**src/button_press_classifier_macros.svh**
```systemverilog
// Assertion macros shared by the button press classifier RTL.
// Every macro assumes clk_i and rst_ni are visible where it is used.
`ifndef BUTTON_PRESS_CLASSIFIER_MACROS_SVH
`define BUTTON_PRESS_CLASSIFIER_MACROS_SVH

// A property checked on every rising edge outside reset.
`define BPC_ASSERT(name, prop, msg) \
  name: assert property (@(posedge clk_i) disable iff (!rst_ni) (prop)) else $error(msg);

// A same-cycle implication checked on every rising edge outside reset.
`define BPC_ASSERT_IMPL(name, ante, cons, msg) \
  name: assert property (@(posedge clk_i) disable iff (!rst_ni) (ante) |-> (cons)) \
    else $error(msg);

// A next-cycle implication checked on every rising edge outside reset.
`define BPC_ASSERT_NEXT(name, ante, cons, msg) \
  name: assert property (@(posedge clk_i) disable iff (!rst_ni) (ante) |=> (cons)) \
    else $error(msg);

`endif

```
**src/bpc_pkg.sv**
```systemverilog
// Package for the button press classifier: sizes, state codes and shared types.
// No dependencies; used by the interfaces, the per-button FSM and the top level.
package bpc_pkg;

  localparam int NumButtons = 4;
  localparam int CountBits  = 8;
  localparam int InputBits  = 4;
  localparam int OutButtons = 4;
  localparam int CfgW       = 8;
  localparam int CfgIdxW    = 1;
  localparam int StateW     = 3;
  localparam int CmpW       = (CountBits > CfgW) ? CountBits : CfgW;

  localparam logic [CountBits-1:0] CountMax = {CountBits{1'b1}};

  // Per-button state codes; also the reported encoding.
  localparam logic [StateW-1:0] StIdle     = 3'd0;
  localparam logic [StateW-1:0] StPressed  = 3'd1;
  localparam logic [StateW-1:0] StReleased = 3'd2;
  localparam logic [StateW-1:0] StShort    = 3'd3;
  localparam logic [StateW-1:0] StLong     = 3'd4;

  // Configuration register indexes.
  localparam logic [CfgIdxW-1:0] RegLongTicks  = 1'd0;
  localparam logic [CfgIdxW-1:0] RegShortTicks = 1'd1;

  localparam logic [CfgW-1:0] LongTicksRst  = 8'd150;
  localparam logic [CfgW-1:0] ShortTicksRst = 8'd10;

  typedef struct packed {
    logic [CfgW-1:0] long_ticks;
    logic [CfgW-1:0] short_ticks;
  } thr_t;

  typedef struct packed {
    logic              hit;
    logic [StateW-1:0] state;
  } btn_stat_t;

  typedef struct packed {
    logic                             event_flag;
    logic [OutButtons-1:0][StateW-1:0] state;
  } res_t;

endpackage

```
**src/bpc_if.sv**
```systemverilog
// Valid/ready channel interfaces for the button press classifier.
// Depends on bpc_pkg for field widths.
interface bpc_in_if;
  logic                            valid;
  logic                            ready;
  logic [bpc_pkg::InputBits-1:0]   switch_levels;

  modport source (output valid, output switch_levels, input ready);
  modport sink   (input valid, input switch_levels, output ready);
endinterface

interface bpc_out_if;
  logic                         valid;
  logic                         ready;
  logic                         event_flag;
  logic [bpc_pkg::StateW-1:0]   button0_state;
  logic [bpc_pkg::StateW-1:0]   button1_state;
  logic [bpc_pkg::StateW-1:0]   button2_state;
  logic [bpc_pkg::StateW-1:0]   button3_state;

  modport source (output valid, output event_flag, output button0_state,
                  output button1_state, output button2_state, output button3_state,
                  input ready);
  modport sink   (input valid, input event_flag, input button0_state,
                  input button1_state, input button2_state, input button3_state,
                  output ready);
endinterface

```
**src/bpc_button.sv**
```systemverilog
// One button's press state machine and saturating held-tick counter.
// Depends on bpc_pkg for state codes, widths and the threshold struct.
module bpc_button (
  input  logic               clk_i,
  input  logic               rst_ni,
  input  logic               step_i,
  input  logic               down_i,
  input  bpc_pkg::thr_t      thr_i,
  output bpc_pkg::btn_stat_t stat_o
);

  logic [bpc_pkg::StateW-1:0]    state_q, state_d;
  logic [bpc_pkg::CountBits-1:0] held_q, held_d, held_inc;
  logic                          hit;

  assign held_inc = (held_q == bpc_pkg::CountMax) ? held_q
                                                  : held_q + bpc_pkg::CountBits'(1);

  always_comb begin
    state_d = state_q;
    held_d  = held_q;
    hit     = 1'b0;
    unique case (state_q)
      bpc_pkg::StIdle: begin
        if (down_i) begin
          state_d = bpc_pkg::StPressed;
          held_d  = '0;
        end
      end
      bpc_pkg::StPressed: begin
        if (down_i) begin
          held_d = held_inc;
          if (bpc_pkg::CmpW'(held_inc) > bpc_pkg::CmpW'(thr_i.long_ticks)) begin
            state_d = bpc_pkg::StLong;
            hit     = 1'b1;
          end
        end else begin
          state_d = bpc_pkg::StReleased;
        end
      end
      bpc_pkg::StReleased: begin
        if (bpc_pkg::CmpW'(held_q) > bpc_pkg::CmpW'(thr_i.short_ticks)) begin
          state_d = bpc_pkg::StShort;
          hit     = 1'b1;
        end else begin
          state_d = bpc_pkg::StIdle;
        end
      end
      bpc_pkg::StShort: begin
        state_d = bpc_pkg::StIdle;
      end
      bpc_pkg::StLong: begin
        if (!down_i) begin
          state_d = bpc_pkg::StIdle;
        end
      end
      default: begin
        state_d = state_q;
      end
    endcase
  end

  // The result reports the state after this tick.
  assign stat_o.state = state_d;
  assign stat_o.hit   = hit;

  always_ff @(posedge clk_i or negedge rst_ni) begin
    if (!rst_ni) begin
      state_q <= bpc_pkg::StIdle;
      held_q  <= '0;
    end else if (step_i) begin
      state_q <= state_d;
      held_q  <= held_d;
    end
  end

endmodule

```
**src/button_press_classifier.sv**
```systemverilog
// Top level of the button press classifier: channels, thresholds, output buffer.
// Depends on bpc_pkg, bpc_if.sv, bpc_button and button_press_classifier_macros.svh.
//
// Usage: each transfer on in_i is one scan tick carrying the active-low levels
// of four buttons in switch_levels. Each button runs a five-state machine
// (idle, pressed, released, short press, long press) with a saturating
// held-tick counter. Every tick produces exactly one transfer on out_o with the
// four button states after that tick and event_flag, which is set when any
// button entered short press or long press on that tick.
// The thresholds are written through cfg_we_i / cfg_idx_i / cfg_wdata_i:
// index 0 is the long press threshold, index 1 the short press threshold.
// Writes are expected only while no tick is in flight.
// Throughput is one tick per cycle while in_i.ready is high. The state machines
// update in the cycle of the input transfer, and the result is registered
// into the output register, or into the skid register while out_o is stalled.
// A two-entry output buffer (output register plus skid register) lets the block
// take one more tick while out_o is stalled; in_i.ready drops only when both
// entries are full. Reset clears all buttons to idle with zero counts, empties
// the output buffer and restores the thresholds to 150 and 10.
`include "button_press_classifier_macros.svh"

module button_press_classifier (
  input  logic                          clk_i,
  input  logic                          rst_ni,
  bpc_in_if.sink                        in_i,
  bpc_out_if.source                     out_o,
  input  logic                          cfg_we_i,
  input  logic [bpc_pkg::CfgIdxW-1:0]   cfg_idx_i,
  input  logic [bpc_pkg::CfgW-1:0]      cfg_wdata_i
);

  bpc_pkg::thr_t      thr_q;
  bpc_pkg::btn_stat_t stat [bpc_pkg::NumButtons];
  bpc_pkg::res_t      res_new;
  bpc_pkg::res_t      out_q, out_d, skid_q, skid_d;
  logic               out_valid_q, out_valid_d;
  logic               skid_valid_q, skid_valid_d;
  logic               in_fire, out_fire;
  logic [bpc_pkg::NumButtons-1:0] hits;

  // Threshold registers. An index that names no register is ignored.
  always_ff @(posedge clk_i or negedge rst_ni) begin
    if (!rst_ni) begin
      thr_q.long_ticks  <= bpc_pkg::LongTicksRst;
      thr_q.short_ticks <= bpc_pkg::ShortTicksRst;
    end else if (cfg_we_i) begin
      unique case (cfg_idx_i)
        bpc_pkg::RegLongTicks:  thr_q.long_ticks  <= cfg_wdata_i;
        bpc_pkg::RegShortTicks: thr_q.short_ticks <= cfg_wdata_i;
        default: ;
      endcase
    end
  end

  // The buffer has room as long as the skid entry is free.
  assign in_i.ready = !skid_valid_q;
  assign in_fire    = in_i.valid && in_i.ready;
  assign out_fire   = out_valid_q && out_o.ready;

  // One state machine per button; a button with no input bit reads as released.
  for (genvar b = 0; b < bpc_pkg::NumButtons; b++) begin : g_btn
    logic down;
    if (b < bpc_pkg::InputBits) begin : g_pin
      assign down = !in_i.switch_levels[b];
    end else begin : g_nopin
      assign down = 1'b0;
    end

    bpc_button u_button (
      .clk_i  (clk_i),
      .rst_ni (rst_ni),
      .step_i (in_fire),
      .down_i (down),
      .thr_i  (thr_q),
      .stat_o (stat[b])
    );

    assign hits[b] = stat[b].hit;
  end

  // Reported buttons that do not exist read as idle.
  for (genvar b = 0; b < bpc_pkg::OutButtons; b++) begin : g_rep
    if (b < bpc_pkg::NumButtons) begin : g_real
      assign res_new.state[b] = stat[b].state;
    end else begin : g_none
      assign res_new.state[b] = bpc_pkg::StIdle;
    end
  end
  assign res_new.event_flag = |hits;

  // Output buffer: the skid entry drains into the output register first.
  // A new result lands in the skid entry only while the output register holds.
  always_comb begin
    out_d        = out_q;
    out_valid_d  = out_valid_q;
    skid_d       = skid_q;
    skid_valid_d = skid_valid_q;
    if (!out_valid_q || out_fire) begin
      if (skid_valid_q) begin
        out_d        = skid_q;
        out_valid_d  = 1'b1;
        skid_valid_d = 1'b0;
      end else begin
        out_d       = res_new;
        out_valid_d = in_fire;
      end
    end else if (in_fire) begin
      skid_d       = res_new;
      skid_valid_d = 1'b1;
    end
  end

  always_ff @(posedge clk_i or negedge rst_ni) begin
    if (!rst_ni) begin
      out_valid_q  <= 1'b0;
      skid_valid_q <= 1'b0;
    end else begin
      out_valid_q  <= out_valid_d;
      skid_valid_q <= skid_valid_d;
    end
  end

  always_ff @(posedge clk_i) begin
    out_q  <= out_d;
    skid_q <= skid_d;
  end

  assign out_o.valid         = out_valid_q;
  assign out_o.event_flag    = out_q.event_flag;
  assign out_o.button0_state = out_q.state[0];
  assign out_o.button1_state = out_q.state[1];
  assign out_o.button2_state = out_q.state[2];
  assign out_o.button3_state = out_q.state[3];

  // The skid entry never holds a result while the output register is empty.
  `BPC_ASSERT_IMPL(a_skid_behind_out, skid_valid_q, out_valid_q, "skid full while output empty")

  // An event can only be reported together with a short or long press state.
  `BPC_ASSERT_IMPL(a_event_has_press, out_valid_q && out_q.event_flag, (out_q.state[0] == bpc_pkg::StShort) || (out_q.state[0] == bpc_pkg::StLong) || (out_q.state[1] == bpc_pkg::StShort) || (out_q.state[1] == bpc_pkg::StLong) || (out_q.state[2] == bpc_pkg::StShort) || (out_q.state[2] == bpc_pkg::StLong) || (out_q.state[3] == bpc_pkg::StShort) || (out_q.state[3] == bpc_pkg::StLong), "event without press state")

  // A tick taken while the output is stalled must be parked in the skid entry.
  `BPC_ASSERT_NEXT(a_stall_parks, in_fire && out_valid_q && !out_o.ready, skid_valid_q, "stalled result was dropped")

endmodule
```
**src/flat_wrapper.sv**
```systemverilog
// flat-port wrapper written by rule: the top's interface ports become plain ports
module button_press_classifier_flat 
  (clk_i, rst_ni, cfg_we_i, cfg_idx_i, cfg_wdata_i, in_i_valid, in_i_switch_levels, in_i_ready, out_o_valid, out_o_event_flag, out_o_button0_state, out_o_button1_state, out_o_button2_state, out_o_button3_state, out_o_ready);
  bpc_in_if in_i_i ();
  bpc_out_if out_o_i ();
  input  logic clk_i;
  input  logic rst_ni;
  input  logic cfg_we_i;
  input  logic [bpc_pkg::CfgIdxW-1:0] cfg_idx_i;
  input  logic [bpc_pkg::CfgW-1:0] cfg_wdata_i;
  input wire logic [$bits(in_i_i.valid)-1:0] in_i_valid;
  input wire logic [$bits(in_i_i.switch_levels)-1:0] in_i_switch_levels;
  output wire logic [$bits(in_i_i.ready)-1:0] in_i_ready;
  output wire logic [$bits(out_o_i.valid)-1:0] out_o_valid;
  output wire logic [$bits(out_o_i.event_flag)-1:0] out_o_event_flag;
  output wire logic [$bits(out_o_i.button0_state)-1:0] out_o_button0_state;
  output wire logic [$bits(out_o_i.button1_state)-1:0] out_o_button1_state;
  output wire logic [$bits(out_o_i.button2_state)-1:0] out_o_button2_state;
  output wire logic [$bits(out_o_i.button3_state)-1:0] out_o_button3_state;
  input wire logic [$bits(out_o_i.ready)-1:0] out_o_ready;
  assign in_i_i.valid = in_i_valid;
  assign in_i_i.switch_levels = in_i_switch_levels;
  assign in_i_ready = in_i_i.ready;
  assign out_o_valid = out_o_i.valid;
  assign out_o_event_flag = out_o_i.event_flag;
  assign out_o_button0_state = out_o_i.button0_state;
  assign out_o_button1_state = out_o_i.button1_state;
  assign out_o_button2_state = out_o_i.button2_state;
  assign out_o_button3_state = out_o_i.button3_state;
  assign out_o_i.ready = out_o_ready;
  button_press_classifier u_core (.clk_i(clk_i), .rst_ni(rst_ni), .in_i(in_i_i), .out_o(out_o_i), .cfg_we_i(cfg_we_i), .cfg_idx_i(cfg_idx_i), .cfg_wdata_i(cfg_wdata_i));
endmodule
```
**config.mk**
```make
export PLATFORM = sky130hd
export DESIGN_NAME = button_press_classifier_flat
export DESIGN_NICKNAME = d
export VERILOG_FILES = /design/src/bpc_pkg.sv /design/src/bpc_if.sv /design/src/bpc_button.sv /design/src/button_press_classifier.sv /design/src/flat_wrapper.sv
export VERILOG_INCLUDE_DIRS = /design/src /design/src/src
export SDC_FILE = /design/constraint.sdc
export NUM_CORES = 1
export LEC_CHECK = 0
export CAP_MARGIN = 5
export CORE_UTILIZATION = 59
export DETAILED_ROUTE_END_ITERATION = 16
export DONT_BUFFER_PORTS = 1
export PLACE_DENSITY = 0.78
export RECOVER_POWER = 50
export SLEW_MARGIN = 10
export SYNTH_ARGS = -nofsm -noshare
export SYNTH_HDL_FRONTEND = slang
export SYNTH_HIERARCHICAL = 1
export SYNTH_SLANG_ARGS = --single-unit
export TNS_END_PERCENT = 20
```
**constraint.sdc**
```tcl
create_clock -name clk_i -period 3.61 [get_ports clk_i]
set_input_delay 0.361 -clock clk_i [delete_from_list [all_inputs] [get_ports clk_i]]
set_output_delay 0.361 -clock clk_i [all_outputs]
set_load 0.005 [all_outputs]
```
[Word-level counts from Yosys, hierarchy flattened]
Cells that the tools add are included.
Storage, ports and cells
  register bits: 88
  input bits: 18
Operators by class
  $add $sub $neg: 4
  order comparisons: 8
  equality and inequality tests: 28
  muxes and demuxes: 60
  bitwise gates (word level): 2
  reductions and logical operators: 22
Operators with widths (count)
  8-bit 2-to-1 mux: 12
  8-bit greater-than comparator: 8
  8-bit one-hot mux with 2 select lines: 4
  3-bit one-hot mux with 5 select lines: 4
  3-bit 2-to-1 mux: 16
  8-bit by 1-bit adder with 8-bit output, second input constant: 4
  8-bit == test, second input constant: 4
  3-bit by 2-bit == test with 1-bit output, second input constant: 8
  2-bit inequality test, second input constant: 8
  4-bit AND reduction: 4
  1-bit 2-to-1 mux: 15
  13-bit 2-to-1 mux: 1
  3-bit by 1-bit == test with 1-bit output, second input constant: 4
  3-bit == test, second input constant: 4
  3-bit zero test: 4
  2-bit nonzero test: 5
  2-bit 2-to-1 mux: 4
  1-bit one-hot mux with 2 select lines: 4
  2-bit AND reduction: 3
  4-bit OR reduction: 1
  1-bit logical AND: 2
  1-bit zero test: 2
  1-bit inverter: 2
  1-bit logical OR: 1

[Logic depth before layout (Yosys ltp)]
Gate-level depths: netlist of run 1.
  depth in word-level cells: 8
  mapped depth: 14
  mapped depth without buffers: 13

[By module]
The synthesis of run 1 kept the hierarchy.
Modules (own cells, without submodules)
  bpc_button (u_core.g_btn[0].u_button ...): times used 3, cells an instance 139, area an instance 1141.1 sq um, seq. area each 275.3 sq um
  button_press_classifier: times used 1, cells an instance 89, area an instance 1649.1 sq um, seq. area each 1238.7 sq um
  bpc_button (u_core.g_btn[1].u_button): times used 1, cells an instance 141, area an instance 1187.4 sq um, seq. area each 275.3 sq um

[Worst setup path before layout of run 1]
No wires, ideal clock.
  path kind: register to register
  start: register u_core/g_btn[1].u_button/held_q[0] in the netlist's numbering
  end: register u_core.out_q, in the netlist u_core/out_o.event_flag, data pin
  setup time: 0.260 ns
  arrival: 3.201 ns
  data required time: 3.350 ns
  path slack: 0.149 ns
  cell stages (with the launch flop): 14
  buffers on the path: 1
  period minus slack after synthesis: 3.461 ns
  path through: dfrtp_1 -> ha_1 -> and3_4 -> nand4_4 -> mux2_4 -> ha_1 -> nor2b_1 -> o211ai_1 -> a21o_1 -> a21oi_1 -> a21bo_2 -> buf_4 -> or4_4 -> mux2_4
RTL lines
  from (decl): line bpc_button.sv:13  | logic [bpc_pkg::CountBits-1:0] held_q, held_d, held_inc;
  from (signal assigned): line bpc_button.sv:73  | held_q <= held_d;
  to (signal assigned): line button_press_classifier.sv:124  | out_q <= out_d;
  to (decl): line button_press_classifier.sv:35  | bpc_pkg::res_t out_q, out_d, skid_q, skid_d;

==> impl_metrics.json, run 1 <==
{
  "ys_types": 61,
  "ys_async_sr_fraction_pct": 70.5,
  "numClockSinks": 88,
  "hpwlAfterDp_mm": 10.9,
  "num_antenna_cells": 0,
  "clock_skew_ps": 16.0,
  "cp.arrival_ps": 3590,
  "post-cts-setup-buffers": 0,
  "fp.dieArea_um2": 11000,
  "power.density_nw_per_um2": 541,
  "final_cell_mix": "inv_1, ha_1, dfrtp_1",
  "fillers": 824,
  "p_int_mw": 2.29,
  "power_mw": 3.62,
  "numCtsBuffers": 9,
  "cts_htree_levels": 3,
  "grt_max_degree": 63,
  "grt_use_total_pct": 28.3,
  "die_x_um": 105,
  "antenna_left": 0,
  "tritoncts": "yes",
  "ys_seq_area_share_pct": 37.4,
  "synth-seq-cells": 88,
  "finalCriticalPeriod_ps": 3460,
  "outcome": "finished, violations left",
  "fin_util_pct": 64.9,
  "synth_cells": 647,
  "core_region_area_um2": 10300,
  "syn_avg_cell_area_um2": 9.68,
  "setup_viol": 0,
  "peakVddDrop_mv": 0.247,
  "hold_viol": 0,
  "start_kind": "flop",
  "violations": "capacitance limit, slew limit",
  "setup-tns-final_ps": 0,
  "final_nets": 742,
  "end_kind": "flop",
  "place_congestion": 0.910,
  "seqPwrFrac_pct": 41.3,
  "final_common_cell": "inv_1",
  "leakagePower_nw": 3.18,
  "die_h_um": 105,
  "worst_pin_slew_ps": 1610,
  "hold_class": "primary input to flop",
  "maxCapViolations": 1,
  "routed_via_density": 6.31,
  "dr.pass1.iters": 5,
  "period_share_pct": 95.9,
  "synth_edf_count": 26,
  "drc": 0,
  "final_layout_size_suffix_gt1_share_pct": 15.7,
  "rows": 37,
  "p_sw_share_pct": 36.9,
  "slew_headroom_pct": -7.58,
  "insertion_delay_ps": 370,
  "syn_nets": 733,
  "yosysWarnings": 6,
  "fmax_ghz": 0.289,
  "cp_max_fo": 9,
  "routedWlPerCell_um": 18.7,
  "ioPinCount": 33,
  "drtIter0Drc": 276,
  "crit_type": "flop to flop",
  "cts_root_buffer": "clkbuf_8",
  "cts.clk_slew.worst_paths_ps": 100,
  "rsz0062_at_grt": "no",
  "port_buffers": 0,
  "final_max_slew_viol_count": 63,
  "syn_area_um2": 6260,
  "vias": 5029,
  "clockBufferDepth": 2,
  "synth_top_area_share_pct": 22.4,
  "wirelength_mm": 14.9,
  "yosys.area.top_type": "dfrtp_1",
  "p_clk_share_pct": 23.4,
  "grt_pass1_vias": 4980,
  "cp.required_ps": 3730,
  "comb_power_share_pct": 35.3,
  "grt_pass1_wl_mm": 24.5,
  "area_growth_syn_to_layout_pct": 7.04,
  "netlist_top_cells_area": "dfrtp_1, ha_1, edfxtp_1",
  "gr-total-overflow": 0,
  "ys.flop_type": "dfrtp_1",
  "power.switching_mw": 1.34,
  "start_util_pct": 60.6,
  "antenna_found_initial": 0
}
## synth_stat cells, types with 2 or more instances
cell	n
nand3_1	25
nor3b_1	7
nand2_1	41
and2b_2	5
ha_1	68
clkinv_2	3
nor3_1	3
and3_4	7
and4b_1	3
o2111ai_1	3
a31oi_1	7
a32o_1	3
a21o_1	5
mux2i_1	3
o2bb2ai_1	3
and3_1	3
edfxtp_1	26
mux2_4	2
nor2b_1	12
o21ai_0	27
xnor2_1	8
a22o_1	20
nand4_1	20
a21oi_2	3
buf_2	9
inv_1	74
o211ai_1	11
a21oi_1	40
or2b_2	3
a311o_1	3
o31a_1	2
o21ai_1	3
a41o_1	4
o21a_1	12
or3_1	6
mux2_2	32
nor2_1	31
and3_2	6
dfrtp_1	56
dfstp_2	6
a211oi_1	2
nand2b_1	14
buf_4	6
o31ai_1	3
## repair_timing
item,4_1_cts,5_1_grt
gates resized for setup,0,3
hold buffers,2,0
setup endpoints to repair,0,1
endpoints found under the hold margin,62,0
## flip-flops by register name, indices dropped and copies added (netlist names), 3 cells and up
name and count:
u_core/g_btn.u_button/held_q 32, u_core/thr_q 16, u_core/skid_q 13, u_core/g_btn.u_button/state_q 12, u_core/out_o.button0_state 3, u_core/out_o.button1_state 3, u_core/out_o.button2_state 3, u_core/out_o.button3_state 3
## worst paths after layout
check / from / end / slack [ps] / cells after the start
max: u_core/g_btn[1].u_button/held_q[0]$_DFFE_PN0P_ / u_core/out_o.event_flag$_DFFE_PP_ / 150 / 12
min: in_i_valid / u_core/out_o.valid$_DFFE_PN0P_ / 100 / 2
max reg2reg: u_core/g_btn[1].u_button/held_q[0]$_DFFE_PN0P_ / u_core/out_o.event_flag$_DFFE_PP_ / 150 / 12
min reg2reg: u_core/skid_q[6]$_DFFE_PP_ / u_core/out_o.button2_state[0]$_DFFE_PP_ / 560 / 1
max in group asynchronous: rst_ni / u_core/g_btn[2].u_button/held_q[4]$_DFFE_PN0P_ / 1660 / 2
min in group asynchronous: rst_ni / u_core/out_o.valid$_DFFE_PN0P_ / 960 / 2
## cells by family (layout without fill, tap and decap cells)
logic type               count (synthesis)  in the layout  share of synthesized area [%]
adder cells (fa/ha/maj)                 68             68                           13.6
buffers and inverters                   93            107                           6.18
multiplexers                            37             37                           6.72
flip-flops                              88             88                           37.4
XOR/XNOR                                 8              8                           1.12
AND/OR/NAND/NOR                        194            194                           17.7
AO/OA/AOI/OAI                          159            159                           17.4
## routing by layer
layer	up-vias	wire [µm]	part of all wire (%)	track usage (%)
met5	-	0	0	0
met4	0	327	2.2	10.9
met3	33	821	5.5	3.74
met2	165	7270	49	47.6
met1	2445	6480	43	37.3
li1	2386	-	-	-
## area by class of cell
| type | count | area [µm²] | area share, % |
|---|---|---|---|
| Timing Repair Buffer | 14 | 105 | 1.57 |
| Multi-Input combinational cell | 466 | 3540 | 52.9 |
| Clock inverter | 7 | 125 | 1.87 |
| Sequential cell | 88 | 2340 | 34.9 |
| Clock buffer | 9 | 124 | 1.85 |
| Tap cell | 136 | 170 | 2.54 |
| Inverter | 77 | 293 | 4.37 |
## worst max-delay path, stage by stage, from the launching register on
cell      delay, ps
dfrtp_1         350
ha_1            190
and3_4          230
nand4_4         180
mux2_4          350
ha_1            280
nor2b_1         140
o211ai_1        190
a21o_1          190
a21oi_1         110
a21bo_2         220
or4_4           530
mux2_4          270
## power by group through the flow
stage	clock [mW]	combinational [mW]	sequential, mW
global placement	0	1.14	1.50
CTS	0.866	1.27	1.49
detailed placement	0	1.23	1.51
finish	0.849	1.28	1.50
floorplan	0	0.989	1.40
global route	0.900	1.43	1.52
## through the flow
stage	cells	cell area (µm²)	setup slack [ps]	hold WS (ps)
global placement	779	6430	273	68.8
finish	797	6700	147	103
global route	797	6700	6.81	87.7
detailed placement	779	6430	140	69.3
CTS	797	6710	121	89.1
floorplan	647	6260	149	65.4
Power figures use the tool's default switching activity.
==> run 2: changes to the inputs <==
--- a/config.mk
+++ b/config.mk
@@ -10,7 +10,7 @@
 export CORE_UTILIZATION = 59
 export DETAILED_ROUTE_END_ITERATION = 16
 export DONT_BUFFER_PORTS = 1
-export PLACE_DENSITY = 0.78
+export PLACE_DENSITY = 0.9
 export RECOVER_POWER = 50
 export SLEW_MARGIN = 10
 export SYNTH_ARGS = -nofsm -noshare
==> run 2 against run 1 <==
Effect of this change: the run still ends with capacitance limit, slew limit left; worst setup slack gained 35 ps; maximum frequency increased by 1.0%; combinational power barely moved; non-clock buffer count shrank 4; die area is the same; flip-flop and latch count unchanged; clock-buffer cell count up 1; clock power is 3.7% lower; utilization down 0.33 points; final cell count shrank 0.50%; sequential share of layout area rose by 0.20 points; critical path depth up 1; largest power group unchanged; highest routed layer unchanged.
==> impl_metrics.json, run 2 (synthesis results as in run 1) <==
{
  "slew_headroom_pct": -3.90,
  "grt_pass1_vias": 5207,
  "area_growth_syn_to_layout_pct": 6.50,
  "setup-tns-final_ps": 0,
  "clockBufferDepth": 2,
  "antenna_found_initial": 0,
  "cpPeakStageDelay_ps": 530,
  "place_congestion": 0.873,
  "numClockSinks": 88,
  "end_kind": "flop",
  "core_region_area_um2": 10300,
  "cts_root_buffer": "clkbuf_8",
  "holdWs_ps": 113,
  "final_max_slew_viol_count": 63,
  "r2r_setup_slack_ps": 180,
  "cp.required_ps": 3720,
  "largest_reg_flops": 32,
  "worst_pin_slew_ps": 1560,
  "regMostFlops": "u_core/g_btn.u_button/held_q",
  "place_area_um2": 6400,
  "hold_class": "primary input to flop",
  "critPathTopFamily": "simple AND/OR/NAND/NOR gates",
  "routedWlPerCell_um": 19.6,
  "final_common_cell": "inv_1",
  "cts.clk_slew.worst_paths_ps": 80,
  "numCtsBuffers": 9,
  "cp_max_fo": 8,
  "dpl.cell_count": 775,
  "drtIter0Drc": 441,
  "cp.depth": 13,
  "power_mw": 3.60,
  "die_h_um": 105,
  "start_util_pct": 60.6,
  "antenna_left": 0,
  "crit_slowest_cell": "or4_4",
  "period_share_pct": 95.0,
  "setup_viol": 0,
  "gr-total-overflow": 0,
  "finalInstanceArea_um2": 6670,
  "peakVddDrop_mv": 0.229,
  "finalCriticalPeriod_ps": 3430,
  "final_cell_mix": "inv_1, ha_1, dfrtp_1",
  "outcome": "finished, violations left",
  "tritoncts": "yes",
  "rsz0062_at_grt": "no",
  "final_nets": 738,
  "hold_viol": 0,
  "vias": 5195,
  "final_layout_size_suffix_gt1_share_pct": 15.5,
  "violations": "capacitance limit, slew limit",
  "port_buffers": 0,
  "multiInputGateArea_um2": 3550,
  "dr.pass1.iters": 5,
  "hold_depth": 2,
  "fmax_ghz": 0.292,
  "crit_chain": "ha_1, and3_4, nand4_4, buf_4, nand4_1, xnor2_1, ha_1, a21oi_1, a21o_1, a21oi_1, a21bo_2, or4_4, mux2_4",
  "reg2reg_depth": 13,
  "crit_type": "flop to flop",
  "cp.arrival_ps": 3540,
  "wirelength_mm": 15.6,
  "drc": 0,
  "clock_skew_ps": 12.5,
  "grt_max_degree": 63,
  "fillers": 744,
  "cts_htree_levels": 3,
  "crit_buf_inv": 1,
  "num_antenna_cells": 0,
  "power.density_nw_per_um2": 540,
  "rows": 37,
  "fp.dieArea_um2": 11000,
  "start_kind": "flop",
  "insertion_delay_ps": 370,
  "final_cells": 793,
  "routed_via_density": 6.55,
  "ff_latch_area_um2": 2340,
  "reg_top3": "u_core/g_btn.u_button/held_q: 32 flops, u_core/thr_q: 16 flops, u_core/skid_q: 13 flops",
  "maxCapViolations": 1,
  "hpwlAfterDp_mm": 11.2,
  "ioPinCount": 33,
  "leakagePower_nw": 3.15,
  "grt_pass1_wl_mm": 25.3,
  "die_x_um": 105,
  "grt_use_total_pct": 29.2
}
## run 2: final cells by class
type                    instances  share of cell area, %
clock inverters                 6                   1.61
repair buffers                 10                   1.13
clock buffers                  10                   1.91
multi-input cells             466                   53.3
inverters                      77                   4.39
flip-flops and latches         88                   35.1
well taps                     136                   2.55
## run 2: per-stage QoR
step / util (%) / worst slack, ps
after floorplan: - / 149
after global placement: 62.0 / 233
after detailed placement: 62.0 / 54.8
after CTS: 64.6 / 28.9
after global routing: 64.6 / 46.2
final: 64.6 / 182
## run 2: report_power, final
group,leakage (nW),internal [mW],switching [mW]
clock,0.116,0.458,0.360
combinational,1.99,0.571,0.681
sequential,1.04,1.23,0.295
## run 2: per-layer routing
metal,track usage [%],wire length (µm)
met1,35.5,6290
met2,49.5,7580
met3,5.24,979
met4,15.6,704
met5,0,0
## run 2: repair_timing
item                                    CTS  global route
resized for setup                         0             7
hold buffers                              2             0
hold endpoints to repair                 62             0
setup buffers                             0             0
endpoints found under the setup margin    0             1
## run 2: final timing paths
check / startpoint / endpoint
worst min-delay path: in_i_valid / u_core/out_o.valid$_DFFE_PN0P_
min in group asynchronous: rst_ni / u_core/g_btn[1].u_button/held_q[3]$_DFFE_PN0P_
worst max-delay path: u_core/g_btn[1].u_button/held_q[0]$_DFFE_PN0P_ / u_core/out_o.event_flag$_DFFE_PP_
worst max register to register: u_core/g_btn[1].u_button/held_q[0]$_DFFE_PN0P_ / u_core/out_o.event_flag$_DFFE_PP_
max in group asynchronous: rst_ni / u_core/g_btn[0].u_button/held_q[0]$_DFFE_PN0P_
worst min register to register: u_core/skid_q[9]$_DFFE_PP_ / u_core/out_o.button3_state[0]$_DFFE_PP_
